===== src/rtl/cdll_pkg.sv =====
// Package for the circular doubly linked list block.
// Holds the request and result word types, function codes and status codes.
// No dependencies.
`timescale 1ns / 1ps
`default_nettype none

package cdll_pkg;

  // Fixed field widths of the request and result words.
  localparam int unsigned FUNC_BITS  = 3;
  localparam int unsigned DATA_BITS  = 32;
  localparam int unsigned POS_BITS   = 6;
  localparam int unsigned COUNT_BITS = 6;

  // Request function codes. The two codes above delete-tail are no-ops.
  localparam logic [FUNC_BITS-1:0] FN_INS_HEAD = 3'd0;
  localparam logic [FUNC_BITS-1:0] FN_INS_POS  = 3'd1;
  localparam logic [FUNC_BITS-1:0] FN_INS_TAIL = 3'd2;
  localparam logic [FUNC_BITS-1:0] FN_DEL_HEAD = 3'd3;
  localparam logic [FUNC_BITS-1:0] FN_DEL_POS  = 3'd4;
  localparam logic [FUNC_BITS-1:0] FN_DEL_TAIL = 3'd5;

  // Result status codes.
  typedef enum logic [1:0] {
    ST_DONE   = 2'd0,
    ST_BADPOS = 2'd1,
    ST_EMPTY  = 2'd2,
    ST_FULL   = 2'd3
  } status_e;

  // Request word.
  typedef struct packed {
    logic [FUNC_BITS-1:0]        func;
    logic signed [DATA_BITS-1:0] value;
    logic [POS_BITS-1:0]         position;
  } req_t;

  // Result word.
  typedef struct packed {
    status_e                     status;
    logic signed [DATA_BITS-1:0] removed_value;
    logic [COUNT_BITS-1:0]       count_after;
  } res_t;

endpackage : cdll_pkg

`default_nettype wire


===== src/rtl/circular_doubly_linked_list.sv =====
// Top level of the circular doubly linked list block.
// Uses cdll_pkg for the request and result word types and the codes.
//
// Usage: a request word is taken on req_i at a clock edge where start is high
// and busy is low. Each request gives exactly one result word on res_o, marked
// by done_o for one cycle; the receiver takes it at the edge that ends that
// cycle and cannot hold it off. busy is low again in the cycle done_o is high,
// so the next request may be started while the previous result is shown.
// Rejected and no-op requests (bad position, empty, full) finish from idle.
// A delete reads its node and then unlinks it; an insert at head or tail
// (also positional at either end) fills the new node and then points its
// neighbors at it. Other positional requests first walk along the next-link
// memory, one link per cycle through its registered read, so they take longer
// the further the position is from the head. Node values and links sit in
// three synchronous memories; the free map, head, tail and count are
// flip-flops. Reset empties the list at once: no clearing pass is needed,
// since only linked nodes are ever read.
`timescale 1ns / 1ps
`default_nettype none

module circular_doubly_linked_list #(
  parameter int unsigned CAPACITY   = 32,
  parameter int unsigned VALUE_BITS = 32
) (
  input  wire logic          clk_i,
  input  wire logic          rst_ni,
  input  wire logic          start,
  output logic               busy,
  input  wire cdll_pkg::req_t req_i,
  output logic               done_o,
  output cdll_pkg::res_t     res_o
);

  import cdll_pkg::*;

  localparam int unsigned IDX_W = $clog2(CAPACITY);
  localparam int unsigned CNT_W = $clog2(CAPACITY + 1);
  localparam int unsigned CMP_W = ((CNT_W > POS_BITS) ? CNT_W : POS_BITS) + 1;

  typedef enum logic [3:0] {
    S_IDLE = 4'b0001,
    S_WALK = 4'b0010,
    S_INS1 = 4'b0100,
    S_INS2 = 4'b1000
  } state_e;

  // Control state.
  state_e                state_q, state_d;
  logic [IDX_W-1:0]      head_q, head_d;
  logic [IDX_W-1:0]      tail_q, tail_d;
  logic [CNT_W-1:0]      count_q, count_d;
  logic [CAPACITY-1:0]   in_use_q, in_use_d;
  logic [IDX_W-1:0]      steps_q, steps_d;
  logic                  done_q, done_d;

  // Per-request working registers.
  logic signed [VALUE_BITS-1:0] val_q, val_d;
  logic [IDX_W-1:0]      new_q, new_d;
  logic [IDX_W-1:0]      pred_q, pred_d;
  logic [IDX_W-1:0]      succ_q, succ_d;
  logic [IDX_W-1:0]      cur_q, cur_d;
  logic                  is_del_q, is_del_d;
  logic                  set_head_q, set_head_d;
  logic                  set_tail_q, set_tail_d;
  res_t                  res_q, res_d;

  // Node memories and their ports.
  logic signed [VALUE_BITS-1:0] val_mem [0:CAPACITY-1];
  logic [IDX_W-1:0]      next_mem [0:CAPACITY-1];
  logic [IDX_W-1:0]      prev_mem [0:CAPACITY-1];
  logic signed [VALUE_BITS-1:0] rd_val_q;
  logic [IDX_W-1:0]      rd_next_q;
  logic [IDX_W-1:0]      rd_prev_q;
  logic [IDX_W-1:0]      rd_addr;
  logic                  val_we;
  logic [IDX_W-1:0]      val_wa;
  logic                  next_we;
  logic [IDX_W-1:0]      next_wa;
  logic [IDX_W-1:0]      next_wd;
  logic                  prev_we;
  logic [IDX_W-1:0]      prev_wa;
  logic [IDX_W-1:0]      prev_wd;

  // Lowest free node: isolate the lowest clear bit, then encode it.
  logic [CAPACITY-1:0]   free_oh;
  logic [IDX_W-1:0]      free_idx;

  always_comb begin
    free_oh  = ~in_use_q & (in_use_q + CAPACITY'(1));
    free_idx = '0;
    for (int i = 0; i < CAPACITY; i++) begin
      if (free_oh[i]) begin
        free_idx = free_idx | IDX_W'(i);
      end
    end
  end

  // Read address: the entry node in idle, the next link while walking.
  always_comb begin
    unique case (state_q)
      S_IDLE:  rd_addr = (req_i.func == FN_DEL_TAIL) ? tail_q : head_q;
      S_WALK:  rd_addr = rd_next_q;
      default: rd_addr = head_q;
    endcase
  end

  // Request decode, walk control and link updates.
  always_comb begin
    logic [CMP_W-1:0] pos_ext;
    logic [CMP_W-1:0] cnt_ext;
    logic             empty;
    logic             full;
    logic             edge_ins;
    logic             at_head;

    pos_ext  = CMP_W'(req_i.position);
    cnt_ext  = CMP_W'(count_q);
    empty    = (count_q == '0);
    full     = (count_q == CNT_W'(CAPACITY));
    edge_ins = 1'b0;
    at_head  = 1'b0;

    state_d    = state_q;
    head_d     = head_q;
    tail_d     = tail_q;
    count_d    = count_q;
    in_use_d   = in_use_q;
    steps_d    = steps_q;
    done_d     = 1'b0;
    val_d      = val_q;
    new_d      = new_q;
    pred_d     = pred_q;
    succ_d     = succ_q;
    cur_d      = cur_q;
    is_del_d   = is_del_q;
    set_head_d = set_head_q;
    set_tail_d = set_tail_q;
    res_d.status        = ST_DONE;
    res_d.removed_value = '0;

    val_we  = 1'b0;
    val_wa  = new_q;
    next_we = 1'b0;
    next_wa = new_q;
    next_wd = succ_q;
    prev_we = 1'b0;
    prev_wa = new_q;
    prev_wd = pred_q;

    unique case (state_q)
      S_IDLE: begin
        if (start) begin
          val_d      = VALUE_BITS'(req_i.value);
          new_d      = free_idx;
          cur_d      = rd_addr;
          set_head_d = 1'b0;
          set_tail_d = 1'b0;
          unique case (req_i.func)
            FN_INS_HEAD: begin
              edge_ins = 1'b1;
              at_head  = 1'b1;
            end
            FN_INS_TAIL: begin
              edge_ins = 1'b1;
            end
            FN_INS_POS: begin
              if (pos_ext == '0 || pos_ext > cnt_ext + CMP_W'(1)) begin
                done_d       = 1'b1;
                res_d.status = ST_BADPOS;
              end else if (pos_ext == CMP_W'(1)) begin
                edge_ins = 1'b1;
                at_head  = 1'b1;
              end else if (pos_ext == cnt_ext + CMP_W'(1)) begin
                edge_ins = 1'b1;
              end else if (full) begin
                done_d       = 1'b1;
                res_d.status = ST_FULL;
              end else begin
                // Walk to the predecessor, position minus two links on.
                is_del_d = 1'b0;
                steps_d  = IDX_W'(pos_ext - CMP_W'(2));
                state_d  = S_WALK;
              end
            end
            FN_DEL_HEAD, FN_DEL_TAIL: begin
              if (empty) begin
                done_d       = 1'b1;
                res_d.status = ST_EMPTY;
              end else begin
                is_del_d = 1'b1;
                steps_d  = '0;
                state_d  = S_WALK;
              end
            end
            FN_DEL_POS: begin
              if (pos_ext == '0 || pos_ext > cnt_ext) begin
                done_d       = 1'b1;
                res_d.status = ST_BADPOS;
              end else begin
                is_del_d = 1'b1;
                steps_d  = IDX_W'(pos_ext - CMP_W'(1));
                state_d  = S_WALK;
              end
            end
            default: begin
              // Unused codes change nothing.
              done_d = 1'b1;
            end
          endcase

          // Insert next to the head or tail needs no read: link between the
          // tail and the head, or to itself on an empty list.
          if (edge_ins) begin
            if (full) begin
              done_d       = 1'b1;
              res_d.status = ST_FULL;
            end else begin
              pred_d     = empty ? free_idx : tail_q;
              succ_d     = empty ? free_idx : head_q;
              set_head_d = empty | at_head;
              set_tail_d = empty | ~at_head;
              state_d    = S_INS1;
            end
          end
        end
      end

      S_WALK: begin
        if (steps_q != '0) begin
          // Follow one next link; its data arrives next cycle.
          steps_d = steps_q - IDX_W'(1);
          cur_d   = rd_next_q;
        end else if (is_del_q) begin
          // Unlink the node just read and free it.
          if (count_q == CNT_W'(1)) begin
            head_d = '0;
            tail_d = '0;
          end else begin
            next_we = 1'b1;
            next_wa = rd_prev_q;
            next_wd = rd_next_q;
            prev_we = 1'b1;
            prev_wa = rd_next_q;
            prev_wd = rd_prev_q;
            if (cur_q == head_q) begin
              head_d = rd_next_q;
            end
            if (cur_q == tail_q) begin
              tail_d = rd_prev_q;
            end
          end
          in_use_d[cur_q]     = 1'b0;
          count_d             = count_q - CNT_W'(1);
          res_d.removed_value = DATA_BITS'(rd_val_q);
          done_d              = 1'b1;
          state_d             = S_IDLE;
        end else begin
          // Predecessor found; its successor is the word just read.
          pred_d  = cur_q;
          succ_d  = rd_next_q;
          state_d = S_INS1;
        end
      end

      S_INS1: begin
        // Fill the new node.
        val_we  = 1'b1;
        val_wa  = new_q;
        next_we = 1'b1;
        next_wa = new_q;
        next_wd = succ_q;
        prev_we = 1'b1;
        prev_wa = new_q;
        prev_wd = pred_q;
        state_d = S_INS2;
      end

      S_INS2: begin
        // Point the neighbors at the new node.
        next_we = 1'b1;
        next_wa = pred_q;
        next_wd = new_q;
        prev_we = 1'b1;
        prev_wa = succ_q;
        prev_wd = new_q;
        if (set_head_q) begin
          head_d = new_q;
        end
        if (set_tail_q) begin
          tail_d = new_q;
        end
        in_use_d[new_q] = 1'b1;
        count_d         = count_q + CNT_W'(1);
        done_d          = 1'b1;
        state_d         = S_IDLE;
      end

      default: begin
        state_d = S_IDLE;
      end
    endcase

    res_d.count_after = COUNT_BITS'(count_d);
  end

  // Control registers.
  always_ff @(posedge clk_i or negedge rst_ni) begin
    if (!rst_ni) begin
      state_q  <= S_IDLE;
      head_q   <= '0;
      tail_q   <= '0;
      count_q  <= '0;
      in_use_q <= '0;
      steps_q  <= '0;
      done_q   <= 1'b0;
    end else begin
      state_q  <= state_d;
      head_q   <= head_d;
      tail_q   <= tail_d;
      count_q  <= count_d;
      in_use_q <= in_use_d;
      steps_q  <= steps_d;
      done_q   <= done_d;
    end
  end

  // Working registers.
  always_ff @(posedge clk_i) begin
    val_q      <= val_d;
    new_q      <= new_d;
    pred_q     <= pred_d;
    succ_q     <= succ_d;
    cur_q      <= cur_d;
    is_del_q   <= is_del_d;
    set_head_q <= set_head_d;
    set_tail_q <= set_tail_d;
    res_q      <= res_d;
  end

  // Node memories: one write and one registered read per cycle each.
  always_ff @(posedge clk_i) begin
    if (val_we) begin
      val_mem[val_wa] <= val_q;
    end
    if (next_we) begin
      next_mem[next_wa] <= next_wd;
    end
    if (prev_we) begin
      prev_mem[prev_wa] <= prev_wd;
    end
    rd_val_q  <= val_mem[rd_addr];
    rd_next_q <= next_mem[rd_addr];
    rd_prev_q <= prev_mem[rd_addr];
  end

  assign busy   = (state_q != S_IDLE);
  assign done_o = done_q;
  assign res_o  = res_q;

  // The free map always agrees with the count.
  a_map_count: assert property (@(posedge clk_i) disable iff (!rst_ni)
    $countones(in_use_q) == int'(count_q))
    else $error("free map and count disagree");

  // The count never passes the pool size.
  a_count_max: assert property (@(posedge clk_i) disable iff (!rst_ni)
    count_q <= CNT_W'(CAPACITY))
    else $error("count above capacity");

  // An empty list has head and tail at node zero.
  a_empty_ends: assert property (@(posedge clk_i) disable iff (!rst_ni)
    (count_q == '0) |-> (head_q == '0 && tail_q == '0))
    else $error("empty list with stray head or tail");

  // A result word is shown only when the block is back in idle.
  a_done_idle: assert property (@(posedge clk_i) disable iff (!rst_ni)
    done_q |-> (state_q == S_IDLE))
    else $error("result while busy");

  // A walk that is started always ends in a result or an insert.
  a_walk_exit: assert property (@(posedge clk_i) disable iff (!rst_ni)
    (state_q == S_WALK && steps_q == '0) |=> (done_q || state_q == S_INS1))
    else $error("walk ended without action");

endmodule : circular_doubly_linked_list

`default_nettype wire

===== config.mk =====
export PLATFORM = sky130hd
export DESIGN_NAME = circular_doubly_linked_list
export DESIGN_NICKNAME = d
export VERILOG_FILES = /design/src/rtl/cdll_pkg.sv /design/src/rtl/circular_doubly_linked_list.sv
export SDC_FILE = /design/constraint.sdc
export NUM_CORES = 2
export LEC_CHECK = 0
export ABC_CLOCK_PERIOD_IN_PS = 10430
export BUFFER_PORTS_ARGS = -buffer_cell sky130_fd_sc_hd__clkbuf_2
export CAP_MARGIN = 5
export CELL_PAD_IN_SITES_DETAIL_PLACEMENT = 1
export CELL_PAD_IN_SITES_GLOBAL_PLACEMENT = 2
export CORE_MARGIN = 3
export CORE_UTILIZATION = 53
export CTS_BUF_LIST = sky130_fd_sc_hd__clkbuf_4 sky130_fd_sc_hd__clkbuf_8 sky130_fd_sc_hd__clkbuf_16
export DETAILED_ROUTE_END_ITERATION = 8
export GPL_TIMING_DRIVEN = 0
export PLACE_DENSITY_LB_ADDON = 0.1
export SLEW_MARGIN = 0
export SYNTH_ARGS = -nofsm -noshare
export SYNTH_HDL_FRONTEND = slang
export SYNTH_SLANG_ARGS = --single-unit

===== constraint.sdc =====
create_clock -name clk_i -period 10.43 [get_ports clk_i]
set_input_delay 0.5215 -clock clk_i [delete_from_list [all_inputs] [get_ports clk_i]]
set_output_delay 0.5215 -clock clk_i [all_outputs]
set_load 0.01 [all_outputs]

==> flow_summary.json <==
{
  "die_w_um": 340,
  "share_comb_of_total_power_pct": 18.9,
  "route.detailed.drc": 0,
  "maxCapViolations": 0,
  "htreeDepth": 4,
  "worst-path-max-fanout": 10,
  "outcome": "finished clean",
  "worstSetupEndpointType": "flop",
  "drive_gt1_share_pct": 25.1,
  "crit_required_ns": 11.10,
  "arrival_ns": 5.54,
  "synth_top_cell_by_area": "edfxtp_1",
  "synth_warnings": 0,
  "root_buffer": "clkbuf_16",
  "vias": 31300,
  "via_per_inst": 6.45,
  "area_delta_synth_final_pct": 14.9,
  "crit_type": "reg2reg",
  "dieArea_um2": 115000,
  "p_total_mw": 16.2,
  "wl_um": 160000,
  "portBuffers": 84,
  "hpwl_um": 106000,
  "p_per_area_nw_per_um2": 239,
  "yosysMostFrequentCell": "edfxtp_1",
  "timing.final.crit_period_ns": 4.87,
  "layout_worst_path_cycle_share_pct": 46.7,
  "seqPwrFrac_pct": 46.9,
  "hp-class": "in2reg",
  "critPathLaunch": "state_q[0]$_DFFE_PN1P_",
  "post-route-cell-area_um2": 67800,
  "dr.pass1.iters": 6,
  "dieHeight_um": 340,
  "num_rows": 121,
  "ys_seq_elements": 1539,
  "hold_start": "req_i[20]",
  "synth_area_per_cell_um2": 20.1,
  "clk_latency_ns": 0.76,
  "cp-start-kind": "flop",
  "hold_viol": 0,
  "fillers": 9208,
  "cts-buffers-inserted": 156,
  "postRouteAntennaNets": 0,
  "nets": 3309,
  "setup_viol": 0,
  "yosysUniqueCellTypes": 77,
  "grt_busiest_layer": "met2",
  "hold_buffers": 29,
  "slew_viol_final": 0,
  "grt_max_degree": 59,
  "synth_common_cells": "edfxtp_1 (1399), mux4_2 (336), a22oi_1 (171)",
  "ys_seq_area_share_pct": 76.4,
  "pwr-share-clk_pct": 34.1,
  "grt_use_met1_pct": 39.9,
  "timing.rr.start": "state_q[0]$_DFFE_PN1P_",
  "worst_clock_skew_ns": 0.0252,
  "synth_edf_count": 1399,
  "rsz0062_at_grt": "no",
  "clock.fmax_mhz": 205,
  "cts_setup_buffers": 0,
  "tightest_slew_ns": 1.43,
  "routabilityCongestion": 0.849,
  "grt_pass1_wl_um": 234000,
  "placedInstanceArea_um2": 62300,
  "clock_sinks": 1539,
  "cts_buffer_depth": 3,
  "whs_ns": 0.0850,
  "p_sw_share_pct": 28.0,
  "initial_core_util_pct": 53.8,
  "synthFlopType": "edfxtp_1",
  "synthDominantCellAreaShare_pct": 71.2,
  "critPathMaxStageDelay_ns": 1.00,
  "core_um2": 110000,
  "antenna_found_initial": 8,
  "met2_usage_pct": 44.8,
  "synthTopCellsByArea": "edfxtp_1 (71%), mux4_2 (13%), dfxtp_1 (2.8%)",
  "cp_cell_sequence": "nor4b_4 > and3_1 > buf_4 > a221oi_4 > inv_2 > buf_2 > nand2_1 > nor2_1 > clkbuf_1 > a22oi_1 > nand4_1",
  "maxSlewHeadroom_pct": 4.50,
  "p_switching_mw": 4.54,
  "tns_ns": 0,
  "cts_resized": 0,
  "syn_area_um2": 59000,
  "p_leak_nw": 21.8,
  "slowest_stage": "nor2_1",
  "first_global_vias": 33200,
  "synth_nets": 2996,
  "diodes": 0,
  "grtUsageMet3_pct": 6.78,
  "ios": 86,
  "grtUsageTotal_pct": 28.2,
  "clkTransAtPathRegs_ns": 0.06,
  "overflow": 0,
  "p_int_mw": 11.7,
  "ir_worst_vdd_uv": 188,
  "drt_iter0_markers": 3861,
  "cts_tree": "built",
  "wl_per_cell_um": 33.0,
  "syn_inst": 2931,
  "async_flop_share_pct": 3.77
}
-- path summary, 6_finish.rpt --
kind	end	slack, ns	cells past startpoint
setup / recovery	rd_val_q[29]$_DFF_P_	5.56	11
hold reg to reg	res_o[26]$_SDFF_PP0_	0.43	1
max in group asynchronous	in_use_q[20]$_DFFE_PN0P_	9.35	2
hold / removal	val_q[14]$_DFFE_PP_	0.08	1
min in group asynchronous	count_q[4]$_DFF_PN0_	0.44	2
setup reg to reg	rd_val_q[29]$_DFF_P_	5.56	11
-- state kept, by name, summed over array words and instances (netlist names) --
| register | cells |
|---|---|
| rd_next_q | 5 |
| set_head_q | 1 |
| val_q | 32 |
| in_use_q | 32 |
| pred_q | 5 |
| next_mem | 160 |
| cur_q | 5 |
| set_tail_q | 1 |
| steps_q | 5 |
| res_o | 40 |
| succ_q | 5 |
| done_o | 1 |
| val_mem | 1024 |
| state_q | 4 |
| prev_mem | 160 |
| is_del_q | 1 |
| rd_prev_q | 5 |
| head_q | 5 |
| new_q | 5 |
| rd_val_q | 32 |
| tail_q | 5 |
| count_q | 6 |
-- metal layers --
layer | routed length (um) | share of wire (%) | vias up
met5 | 69 | 0.043 | -
met4 | 3410 | 2.1 | 6
met3 | 14300 | 8.9 | 234
met2 | 77500 | 48 | 1507
met1 | 64700 | 40 | 16700
li1 | - | - | 12800
-- worst max-delay path, delay by kind of cell, from the launching register on --
family,cells,cell delay [ns]
AO/OA/AOI/OAI,2,0.45
AND/OR/NAND/NOR,5,2.02
flip-flops,1,0.59
buffers and inverters,4,1.73
-- area by class of cell --
cell class                 count  area (um^2)  share of cell area [%]
tap                         1476         1850                    2.72
clock buffer                 209         4420                    6.51
buffer                       144          749                    1.11
timing repair buffer         155         1580                    2.34
sequential                  1539        45100                    66.5
inverter                      32          123                   0.181
multi-input combinational   1216        13300                    19.6
clock inverter                81          661                   0.974
-- power by group through the flow --
stage	clock [mW]	combinational (mW)	sequential, mW
CTS	5.61	3.06	7.61
floorplan	0	1.98	7.55
global placement	0	2.94	7.69
finish	5.54	3.07	7.62
detailed placement	0	3.03	7.74
global route	5.88	3.27	7.66
-- per-stage QoR --
stage,std cells,util [%],worst slack (ns)
after floorplan,2931,-,7.05
after global placement,4491,55.9,4.37
after detailed placement,4526,56.8,5.59
after CTS,4845,61.7,5.59
after global routing,4852,61.9,5.25
final,4852,61.9,5.56
-- kinds of logic (layout without fill, tap and decap cells) --
family / count (synthesis) / after routing / synth area share, %
mux: 337 / 337 / 12.8
xor+xnor: 21 / 21 / 0.312
simple gates: 443 / 443 / 3.84
flops: 1539 / 1539 / 76.4
compound gates: 394 / 394 / 4.67
buf+inv: 176 / 621 / 1.47
fa+ha+maj: 21 / 21 / 0.445
-- layout by cell type (no fill, tap or decap), types with 8 or more instances in the layout --
master         synthesis  final
and3_1                10     10
xnor2_1               14     14
nor2_4                 0     32
o21ai_0               30     30
and2_1                44     44
nor2_1               157    125
dfxtp_1               82     82
nand3_1               23     23
clkinv_2               0     30
mux4_2               336    336
a21oi_1               93     93
nor3_1                16     15
nand2_1               71     71
a221o_1               13     12
a22oi_1              171    171
buf_4                 20     21
buf_16                 0     11
clkbuf_1              78     77
ha_1                  21     21
clkbuf_4               0     43
inv_1                 30     29
buf_2                 28     28
dfrtp_1               57     57
bufinv_16              0     10
clkinv_1               0     31
clkbuf_16              0    162
clkbuf_2               0     85
nor2b_1               15     15
buf_6                 13     17
dlygate4sd3_1          0     29
buf_12                 0     23
edfxtp_1            1399   1399
a31oi_1               20     20
nand4_1               52     52
inv_6                  0      8
(Power assumes the default switching activity.)
